[src/rtl/core/sftl_pkg.sv]
// Package for the strip/fan to triangle-list converter.
// Primitive codes, counter limits and the load descriptor shared by the core modules.
// No dependencies.
package sftl_pkg;

    localparam int INDEX_BITS_DEF = 32;

    localparam logic [1:0] PRIM_TRIANGLES = 2'd0;
    localparam logic [1:0] PRIM_STRIP     = 2'd1;
    localparam logic [1:0] PRIM_FAN       = 2'd2;

    localparam logic [1:0] SEEN_FULL = 2'd3;

    localparam logic [1:0] COUNT_ONE   = 2'd1;
    localparam logic [1:0] COUNT_THREE = 2'd3;

    // one accepted vertex item handed to the result queue
    typedef struct packed {
        logic       load;
        logic [1:0] count;
    } sftl_load_t;

endpackage

[src/rtl/core/sftl_assembler.sv]
// Primitive assembly state and index selection for one accepted item.
// Depends on sftl_pkg.
module sftl_assembler #(
    parameter int INDEX_BITS = sftl_pkg::INDEX_BITS_DEF
) (
    input  logic                       aclk,
    input  logic                       aresetn,
    input  logic                       accept,
    input  logic                       mode,
    input  logic [1:0]                 prim_type,
    input  logic [INDEX_BITS-1:0]      vertex_index,
    output sftl_pkg::sftl_load_t       load,
    output logic [2:0][INDEX_BITS-1:0] tri_index
);
    import sftl_pkg::*;

    logic [1:0]            prim_kind_reg, prim_kind_next;
    logic [1:0]            seen_count_reg, seen_count_next;
    logic                  strip_phase_reg, strip_phase_next;
    logic [INDEX_BITS-1:0] fan_first_reg, fan_first_next;
    logic [INDEX_BITS-1:0] out_last_reg, out_last_next;
    logic [INDEX_BITS-1:0] out_second_reg, out_second_next;
    logic [INDEX_BITS-1:0] out_third_reg, out_third_next;

    logic                  is_strip, is_fan, expand;
    logic [INDEX_BITS-1:0] pick_a, pick_b;

    assign is_strip = (seen_count_reg == SEEN_FULL) && (prim_kind_reg == PRIM_STRIP);
    assign is_fan   = (seen_count_reg == SEEN_FULL) && (prim_kind_reg == PRIM_FAN);
    assign expand   = is_strip || is_fan;

    always_comb begin
        if (is_fan) begin
            pick_a = fan_first_reg;
            pick_b = out_last_reg;
        end else if (strip_phase_reg) begin
            pick_a = out_third_reg;
            pick_b = out_last_reg;
        end else begin
            pick_a = out_last_reg;
            pick_b = out_second_reg;
        end
    end

    always_comb begin
        prim_kind_next   = prim_kind_reg;
        seen_count_next  = seen_count_reg;
        strip_phase_next = strip_phase_reg;
        fan_first_next   = fan_first_reg;
        out_last_next    = out_last_reg;
        out_second_next  = out_second_reg;
        out_third_next   = out_third_reg;
        load.load        = 1'b0;
        load.count       = COUNT_ONE;
        tri_index[0]     = vertex_index;
        tri_index[1]     = pick_b;
        tri_index[2]     = vertex_index;
        if (expand) begin
            tri_index[0] = pick_a;
        end
        if (accept) begin
            if (mode) begin
                prim_kind_next   = prim_type;
                seen_count_next  = '0;
                strip_phase_next = 1'b0;
            end else begin
                load.load = 1'b1;
                if (seen_count_reg == '0) begin
                    fan_first_next = vertex_index;
                end
                out_last_next = vertex_index;
                if (expand) begin
                    load.count      = COUNT_THREE;
                    out_third_next  = pick_a;
                    out_second_next = pick_b;
                    if (is_strip) begin
                        strip_phase_next = ~strip_phase_reg;
                    end
                end else begin
                    out_third_next  = out_second_reg;
                    out_second_next = out_last_reg;
                    if (seen_count_reg != SEEN_FULL) begin
                        seen_count_next = seen_count_reg + 2'd1;
                    end
                end
            end
        end
    end

    always_ff @(posedge aclk) begin
        if (!aresetn) begin
            prim_kind_reg   <= PRIM_TRIANGLES;
            seen_count_reg  <= '0;
            strip_phase_reg <= 1'b0;
        end else begin
            prim_kind_reg   <= prim_kind_next;
            seen_count_reg  <= seen_count_next;
            strip_phase_reg <= strip_phase_next;
        end
    end

    // history is always written before it is read
    always_ff @(posedge aclk) begin
        fan_first_reg  <= fan_first_next;
        out_last_reg   <= out_last_next;
        out_second_reg <= out_second_next;
        out_third_reg  <= out_third_next;
    end

endmodule

[src/rtl/core/sftl_queue.sv]
// Result queue: holds up to three pending indices and drives the output register.
// Depends on sftl_pkg.
module sftl_queue #(
    parameter int INDEX_BITS = sftl_pkg::INDEX_BITS_DEF
) (
    input  logic                       aclk,
    input  logic                       aresetn,
    input  sftl_pkg::sftl_load_t       load,
    input  logic [2:0][INDEX_BITS-1:0] tri_index,
    output logic                       can_load,
    output logic                       m_valid,
    input  logic                       m_ready,
    output logic [INDEX_BITS-1:0]      m_out_index,
    output logic                       m_last
);
    import sftl_pkg::*;

    logic [2:0][INDEX_BITS-1:0] buf_reg, buf_next;
    logic [2:0]                 last_reg, last_next;
    logic [1:0]                 cnt_reg, cnt_next;
    logic                       m_valid_reg;
    logic [INDEX_BITS-1:0]      out_index_reg;
    logic                       out_last_reg;
    logic                       move;

    assign move     = (cnt_reg != '0) && (!m_valid_reg || m_ready);
    assign can_load = (cnt_reg == '0) || ((cnt_reg == 2'd1) && move);

    always_comb begin
        buf_next  = buf_reg;
        last_next = last_reg;
        cnt_next  = cnt_reg;
        if (load.load) begin
            buf_next = tri_index;
            cnt_next = load.count;
            if (load.count == COUNT_THREE) begin
                last_next = 3'b100;
            end else begin
                last_next = 3'b001;
            end
        end else if (move) begin
            buf_next[0]  = buf_reg[1];
            buf_next[1]  = buf_reg[2];
            last_next    = {1'b0, last_reg[2:1]};
            cnt_next     = cnt_reg - 2'd1;
        end
    end

    always_ff @(posedge aclk) begin
        if (!aresetn) begin
            cnt_reg     <= '0;
            m_valid_reg <= 1'b0;
        end else begin
            cnt_reg <= cnt_next;
            if (move) begin
                m_valid_reg <= 1'b1;
            end else if (m_ready) begin
                m_valid_reg <= 1'b0;
            end
        end
    end

    always_ff @(posedge aclk) begin
        buf_reg  <= buf_next;
        last_reg <= last_next;
        if (move) begin
            out_index_reg <= buf_reg[0];
            out_last_reg  <= last_reg[0];
        end
    end

    assign m_valid     = m_valid_reg;
    assign m_out_index = out_index_reg;
    assign m_last      = out_last_reg;

endmodule

[src/rtl/core/strip_fan_to_triangle_list.sv]
// Top level of the strip/fan to triangle-list converter.
// Instantiates sftl_assembler and sftl_queue; depends on sftl_pkg.
//
// Usage:
//   Input channel s_*: one item per handshake. s_mode high is a begin item that
//   sets the primitive type from s_prim_type and yields no result. s_mode low is
//   a vertex item carrying s_vertex_index.
//   Result channel m_*: one triangle-list index per handshake, m_last marks the
//   final index caused by one vertex item.
//   Path: an accepted vertex item is loaded into the queue register, then each of
//   its indices moves on to the output register, which drives m_valid and m_out_index.
//   Throughput: the output register takes one index a cycle from the three-entry
//   queue unless stalled by m_ready low; an expanded strip or fan vertex yields three
//   indices, a pass-through vertex one and a begin item none.
//   Reset: aresetn low holds s_ready low, empties the queue and output register
//   and selects triangles with no vertices seen.
//   Stall: while m_ready is low the output holds; a new item is taken only once
//   the queue has handed its last pending index to the output register.
module strip_fan_to_triangle_list #(
    parameter int INDEX_BITS = sftl_pkg::INDEX_BITS_DEF
) (
    input  logic                  aclk,
    input  logic                  aresetn,
    input  logic                  s_valid,
    output logic                  s_ready,
    input  logic                  s_mode,
    input  logic [1:0]            s_prim_type,
    input  logic [INDEX_BITS-1:0] s_vertex_index,
    output logic                  m_valid,
    input  logic                  m_ready,
    output logic [INDEX_BITS-1:0] m_out_index,
    output logic                  m_last
);
    import sftl_pkg::*;

    sftl_load_t                 load;
    logic [2:0][INDEX_BITS-1:0] tri_index;
    logic                       can_load;

    assign s_ready = can_load && aresetn;

    sftl_assembler #(
        .INDEX_BITS(INDEX_BITS)
    ) u_assembler (
        .aclk        (aclk),
        .aresetn     (aresetn),
        .accept      (s_valid && s_ready),
        .mode        (s_mode),
        .prim_type   (s_prim_type),
        .vertex_index(s_vertex_index),
        .load        (load),
        .tri_index   (tri_index)
    );

    sftl_queue #(
        .INDEX_BITS(INDEX_BITS)
    ) u_queue (
        .aclk       (aclk),
        .aresetn    (aresetn),
        .load       (load),
        .tri_index  (tri_index),
        .can_load   (can_load),
        .m_valid    (m_valid),
        .m_ready    (m_ready),
        .m_out_index(m_out_index),
        .m_last     (m_last)
    );

endmodule

[config.mk]
export PLATFORM = sky130hd
export DESIGN_NAME = strip_fan_to_triangle_list
export DESIGN_NICKNAME = d
export VERILOG_FILES = /design/src/rtl/core/sftl_pkg.sv /design/src/rtl/core/sftl_assembler.sv /design/src/rtl/core/sftl_queue.sv /design/src/rtl/core/strip_fan_to_triangle_list.sv
export SDC_FILE = /design/constraint.sdc
export NUM_CORES = 1
export LEC_CHECK = 0
export BUFFER_PORTS_ARGS = -buffer_cell sky130_fd_sc_hd__buf_2
export CORE_MARGIN = 2
export CORE_UTILIZATION = 43
export DETAILED_ROUTE_END_ITERATION = 12
export SYNTH_ARGS = -nofsm -noshare
export SYNTH_HDL_FRONTEND = slang
export SYNTH_SLANG_ARGS = --single-unit
[constraint.sdc]
create_clock -name aclk -period 5.9 [get_ports aclk]
set_clock_uncertainty 0.15 [all_clocks]
set_input_delay 0.295 -clock aclk [delete_from_list [all_inputs] [get_ports aclk]]
set_output_delay 0.295 -clock aclk [all_outputs]
set_load 0.01 [all_outputs]
# == After elaboration in Yosys (flattened, before gate mapping) ==
# Index checks and enable logic that the tools add are counted.
# totals
register_bits,268
in_bits,39
out_inout_bits,35
elab_cells,74
# op_classes
addsub,2
n_eq_ne,7
n_mux,25
bitwise_logic,2
reduce_logical,23
# op_table
op,count
$mux W32,7
$mux W64,2
$mux W3,5
$mux W2,6
$reduce_bool A2 Y1,6
$reduce_and A3 Y1,3
$eq A2 B2 Y1 const B,3
$logic_and A1 B1 Y1,6
$mux W1,5
$eq A2 B1 Y1 const B,2
$logic_not A2 Y1,2
$ne A2 B2 Y1 const B,2
$reduce_and A2 Y1,2
$logic_or A1 B1 Y1,3
$add A2 B1 Y2 const B,1
$not A1 Y1,2
$sub A2 B1 Y2 const B,1
$logic_not A1 Y1,1

# == Depth between registers and ports, before layout ==
# logic_depth
ltp_word,11
depth_mapped,9

# == Hierarchy ==
# From an unflattened synthesis, not the netlist that was laid out.
# unflattened
cells_unflattened,699
hier_area_um2,12326.8
# by_module_without_submodules
mod,n_inst,cells_per_inst,area_per_inst_um2,seq_area_each_um2
sftl_assembler,1,464,7328.3,3943.8
sftl_queue,1,233,4986.0,4023.9
strip_fan_to_triangle_list,1,2,12.5,0.0

# == Least setup slack after synthesis ==
# Ideal clock, no wire load.
# synth_path
path_kind,register to register
from,register u_queue.cnt_reg[0]
to,"register u_queue.buf_reg[0] (netlist bit), enable pin"
setup_ps,585
arrival_time_ps,5352
required_time_ps,5165
path_slack_ps,-186
stages_incl_launch_ff,4
path_buffers,0
period_less_slack_ps,6086
path_cell_list,dfxtp_1 inv_1 ha_1 o21ai_0
# synth_between
elab_chain_len,8
word_cells_on_any_way,10
# synth_lines
item,line,text
"start, declared",sftl_queue.sv:20,"logic [1:0] cnt_reg, cnt_next;"
"start signal, assigned",sftl_queue.sv:54,cnt_reg <= cnt_next;
$reduce_bool A2 Y1,sftl_queue.sv:26,assign move = (cnt_reg != '0) && (!m_valid_reg || m_ready);
$logic_and A1 B1 Y1,sftl_queue.sv:26,
$logic_and A1 B1 Y1,sftl_queue.sv:27,assign can_load = (cnt_reg == '0) || ((cnt_reg == 2'd1) && move);
$logic_or A1 B1 Y1,sftl_queue.sv:27,
$logic_and A1 B1 Y1,strip_fan_to_triangle_list.sv:40,assign s_ready = can_load && aresetn;
$logic_and A1 B1 Y1,strip_fan_to_triangle_list.sv:47,".accept (s_valid && s_ready),"
$mux W3,sftl_assembler.sv:61,if (accept) begin
$reduce_bool A2 Y1 (no line) *,--,
"end signal, assigned",sftl_queue.sv:64,buf_reg <= buf_next;
"end, declared",sftl_queue.sv:18,"logic [2:0][INDEX_BITS-1:0] buf_reg, buf_next;"
# Every way passes the cells marked *; elsewhere a longest branch is shown, timed or not.
# A chain may end at the register's enable or synchronous reset.

# == Worst setup path after layout ==
# layout_path
from,register u_queue.cnt_reg[0]
to,"register u_assembler.fan_first_reg[19], enable pin"
# layout_between
elab_chain_len,7
word_cells_on_any_way,9
# layout_lines
item,line,text
$reduce_bool A2 Y1,sftl_queue.sv:26,
$logic_and A1 B1 Y1,sftl_queue.sv:26,
$logic_and A1 B1 Y1,sftl_queue.sv:27,
$logic_or A1 B1 Y1 *,sftl_queue.sv:27,
$logic_and A1 B1 Y1 *,strip_fan_to_triangle_list.sv:40,
$logic_and A1 B1 Y1 *,strip_fan_to_triangle_list.sv:47,
$reduce_and A3 Y1 (no line) *,--,
"end signal, assigned",sftl_assembler.sv:104,fan_first_reg <= fan_first_next;
"end, declared",sftl_assembler.sv:20,"logic [INDEX_BITS-1:0] fan_first_reg, fan_first_next;"
# Marked as above.

==> metrics.sh <==
MULTI_INPUT_AREA_SQ_UM=2530
FP.DIEAREA_SQ_UM=23800
MIN_FROM='s_valid'
DESIGN.FINAL.NETS=762
SYN_NETS=656
MOSTFREQUENTLAYOUTCELLS='228 x sky130_fd_sc_hd__edfxtp_1, 73 x sky130_fd_sc_hd__buf_2, 42 x sky130_fd_sc_hd__nand2_1, 37 x sky130_fd_sc_hd__dlygate4sd3_1'
FP-ROW-COUNT=54
CRITICAL_PATH_S_LARGEST_STAGE_DELAY_PS=850
CRITICAL_PATH_ARRIVAL_PS=3750
FINAL.PERIOD_UTILIZATION=0.639
FIRST_GLOBAL_VIAS=5418
DIE_HEIGHT_UM=154
YS_TYPES=34
WORSTHOLDPATHCELLS=4
IO_BUFFERS=73
AREA_OVERHEAD_OF_THE_LAYOUT_RELATIVE_TO_SYNTHESIS_PCT=17.8
DETAILED_PLACE_HPWL_MM=9.79
STATUS='finished clean'
CRITPATHKIND='reg2reg'
MULTIPLEXER_FRACTION_OF_THE_SYNTHESIZED_CELL_AREA=0.119
WORST_SLEW_PIN_SLEW_PS=1170
CLOCKROOTBUFFER='sky130_fd_sc_hd__clkbuf_16'
FILL_CELLS=1830
HOLD_VIOL_FINAL=0
SYNTH.AREA.TOP_CELLS='sky130_fd_sc_hd__edfxtp_1 70%, sky130_fd_sc_hd__mux2_4 4.6%, sky130_fd_sc_hd__mux2_2 3.9%, sky130_fd_sc_hd__mux2i_1 3.3%, sky130_fd_sc_hd__a211oi_1 2.5%'
REQUIRED_PS=5880
YS_FF_LATCH=236
POSTROUTEWIRELENGTH_MM=18.4
INSERTION_DELAY_PS=520
CRIT_SLOWEST_CELL='sky130_fd_sc_hd__and2_2'
GR-USAGE-ALL-LAYERS=0.155
MAPPEDNETLISTAREA_SQ_UM=9710
TOTAL_VIA_COUNT_IN_THE_ROUTED_DESIGN=5265
CTS_SETUP_BUFFERS=0
CRIT_PATH_END_KIND='register'
DIE_W_UM=154
SYNTH_TOP_AREA_CELL='sky130_fd_sc_hd__edfxtp_1'
ANTENNA_VIOLATING_NETS_POST_ROUTE=0
SYNTHXORXNORAREAFRAC=0.00180
SYNTH_WARNINGS=0
POST_CTS_RESIZE_COUNT=0
CRIT_PATH_MAX_FANOUT=74
MAX_CAP_VIOL_COUNT=0
HTREE_LEVELS=1
TIMING.RR.START='u_queue.cnt_reg[0]$_SDFFE_PN0P_'
FP.COREAREA_SQ_UM=22000
CTS_TREE='built'
HOLD_BUFFERS=37
SEQUENTIAL_CELL_AREA_FRACTION_IN_THE_YOSYS_REPORT=0.721
RSZ0062_AT_GRT='false'
FINAL-MAX-SLEW-VIOLATION-COUNT=0
SHARE_OF_THE_SYNTHESIZED_AREA_IN_COMPOUND_GATES_AO_OA_AOI_OAI=0.0936
FMAXACHIEVABLE_MHz=265
WORST_HOLD_PATH_EP='u_assembler.seen_count_reg[1]$_SDFFE_PN0P_'
GRT.OVERFLOW.TOTAL=0
DRTPASS1ITERATIONS=7
GRT_FIRST_PASS_WIRELENGTH_MM=29.3
GP_ROUTABILITY_CONGESTION=0.722
SYNTH_TOP_CELL_AREA_SHARE=0.705
MAX_CLOCK_BUF_DEPTH=3
WORST_HOLD_PATH_TYPE='in2reg'
RELSLEWSLACK=0.216
R2R_CELLS=7
CLK_SINKS=236
SETUP.WORST_PATH.START_CLASS='register'
REGTOREGENDPOINT='u_assembler.fan_first_reg[19]$_DFFE_PP_'
REMAINING_DRC_ERRORS=0
ROUTE.DETAILED.VIAS_PER_INST=5.19
SYNTH_ADDER_AREA_SHARE=0.00515
START_UTIL=0.441
CELLPOWERDENSITY_nW_PER_UM2=420
PIN_COUNT_OF_THE_BIGGEST_NET_ENTERING_GLOBAL_ROUTING=98
TIMING.REG2REG.SETUP_SLACK_PS=2130
REPORT.POWER.TOTAL_mW=4.80
COMBINATIONAL_FAMILY_WITH_THE_MOST_AREA_AFTER_SYNTHESIS='multiplexers'
POSTSYNTHCELLCOUNT=613
CRIT_PATH_CELL_TRACE='inv_1, ha_1, nand2_1, o21ai_4, nand3_4, inv_4, and2_2'
GRT_ANTENNA_BEFORE_REPAIR=0
POST_ROUTE_CELLS_DRIVE_ABOVE_1_SHARE=0.253
CTS.REPORTEDPATHS.CLKPINSLEW_PS=60
DR.FIRST_ITER.DRC_COUNT=369
SETUP_VIOLATIONS=0
LAYOUT.CELLS.MOST_COMMON='sky130_fd_sc_hd__edfxtp_1'
NUMCTSBUFFERS=25
PERIOD_NEEDED_PS=3770
P_LEAK_nW=4.22
SYNTH_SIMPLE_GATE_AREA_SHARE=0.0366
WORST_IR_DROP_VDD_V=0.000230
SETUP-TNS-FINAL_PS=0
NUM_ANTENNA_CELLS=0
FLOORPLAN.IO_PINS=74
LARGEST_REG_FLOPS=64
SYN_AREA_PER_CELL_SQ_UM=15.8
AREA.SEQUENTIAL_SQ_UM=7010
ROUTED_LENGTH_PER_INSTANCE_UM=18.1
## per-layer routing
| layer | part of all wire | global-route usage | routed length [um] |
|---|---|---|---|
| met5 | 0 | 0 | 0 |
| met4 | 0.016 | 0.0410 | 289 |
| met3 | 0.044 | 0.0266 | 803 |
| met2 | 0.50 | 0.271 | 9220 |
| met1 | 0.44 | 0.203 | 8080 |
## power by group
group | leakage (nW) | internal (mW) | switching, mW
clock | 0.354 | 0.817 | 0.611
combinational | 1.67 | 0.270 | 0.496
sequential | 2.20 | 2.47 | 0.133
total | 4.22 | 3.56 | 1.24
## critical path: cells and delay by family (launching register included)
family / cells / cell delay (ps)
adder cells (fa/ha/maj): 1 / 320
buffers and inverters: 2 / 750
AND/OR/NAND/NOR: 3 / 1650
AO/OA/AOI/OAI: 1 / 120
flip-flops: 1 / 330
## worst max path at each step
stage,from,end,slack [ps],depth (start not counted)
final,u_queue.cnt_reg[0]$_SDFFE_PN0P_,u_assembler.fan_first_reg[19]$_DFFE_PP_,2130,7
after detailed placement,u_queue.cnt_reg[0]$_SDFFE_PN0P_,u_assembler.fan_first_reg[21]$_DFFE_PP_,2040,7
after CTS,u_queue.cnt_reg[0]$_SDFFE_PN0P_,u_assembler.fan_first_reg[20]$_DFFE_PP_,2020,7
after floorplan,u_queue.cnt_reg[0]$_SDFFE_PN0P_,u_assembler.fan_first_reg[0]$_DFFE_PP_,1400,7
after global placement,u_queue.cnt_reg[0]$_SDFFE_PN0P_,u_assembler.fan_first_reg[20]$_DFFE_PP_,2130,7
after global routing,u_queue.cnt_reg[0]$_SDFFE_PN0P_,u_assembler.fan_first_reg[24]$_DFFE_PP_,1770,7
## logic make-up (layout without fill, tap and decap cells)
family          Yosys count  count (layout)
simple gates             87              87
compound gates          142             142
mux                      96              96
fa+ha+maj                 4               4
flops                   236             236
xor+xnor                  2               2
buf+inv                  46             168
## metrics by stage
step                 util  area (sq um)  setup slack (ps)  hold WS, ps  instances
floorplan               -          9710              1400          244        613
global route        0.519         11400              1770         49.4       1015
detailed placement  0.469         10300              2040          255        935
CTS                 0.519         11400              2020         9.84       1015
finish              0.519         11400              2130         28.7       1015
global placement    0.469         10300              2130          252        935
## final cells by class
cell class	count	area share
clock buffers	30	0.0563
flip-flops and latches	236	0.613
clock inverters	13	0.00799
inverters	9	0.00317
repair buffers	116	0.0683
well taps	280	0.0306
multi-input cells	331	0.221
## synthesized netlist by cell type (all sizes together)
master	instances
a21boi	1
a21oi	34
inv	9
o21a	2
and2	2
nand2	44
and3	1
nand3	1
o211a	1
buf	18
nor2	35
o32ai	2
o21ai	36
nor3	1
clkbuf	19
o211ai	1
a32o	1
a21o	32
nand3b	1
nor2b	1
mux2	64
xnor2	1
or3b	1
dfxtp	8
ha	4
a211oi	32
mux2i	32
edfxtp	228
xor2	1
(Power assumes the default switching activity.)
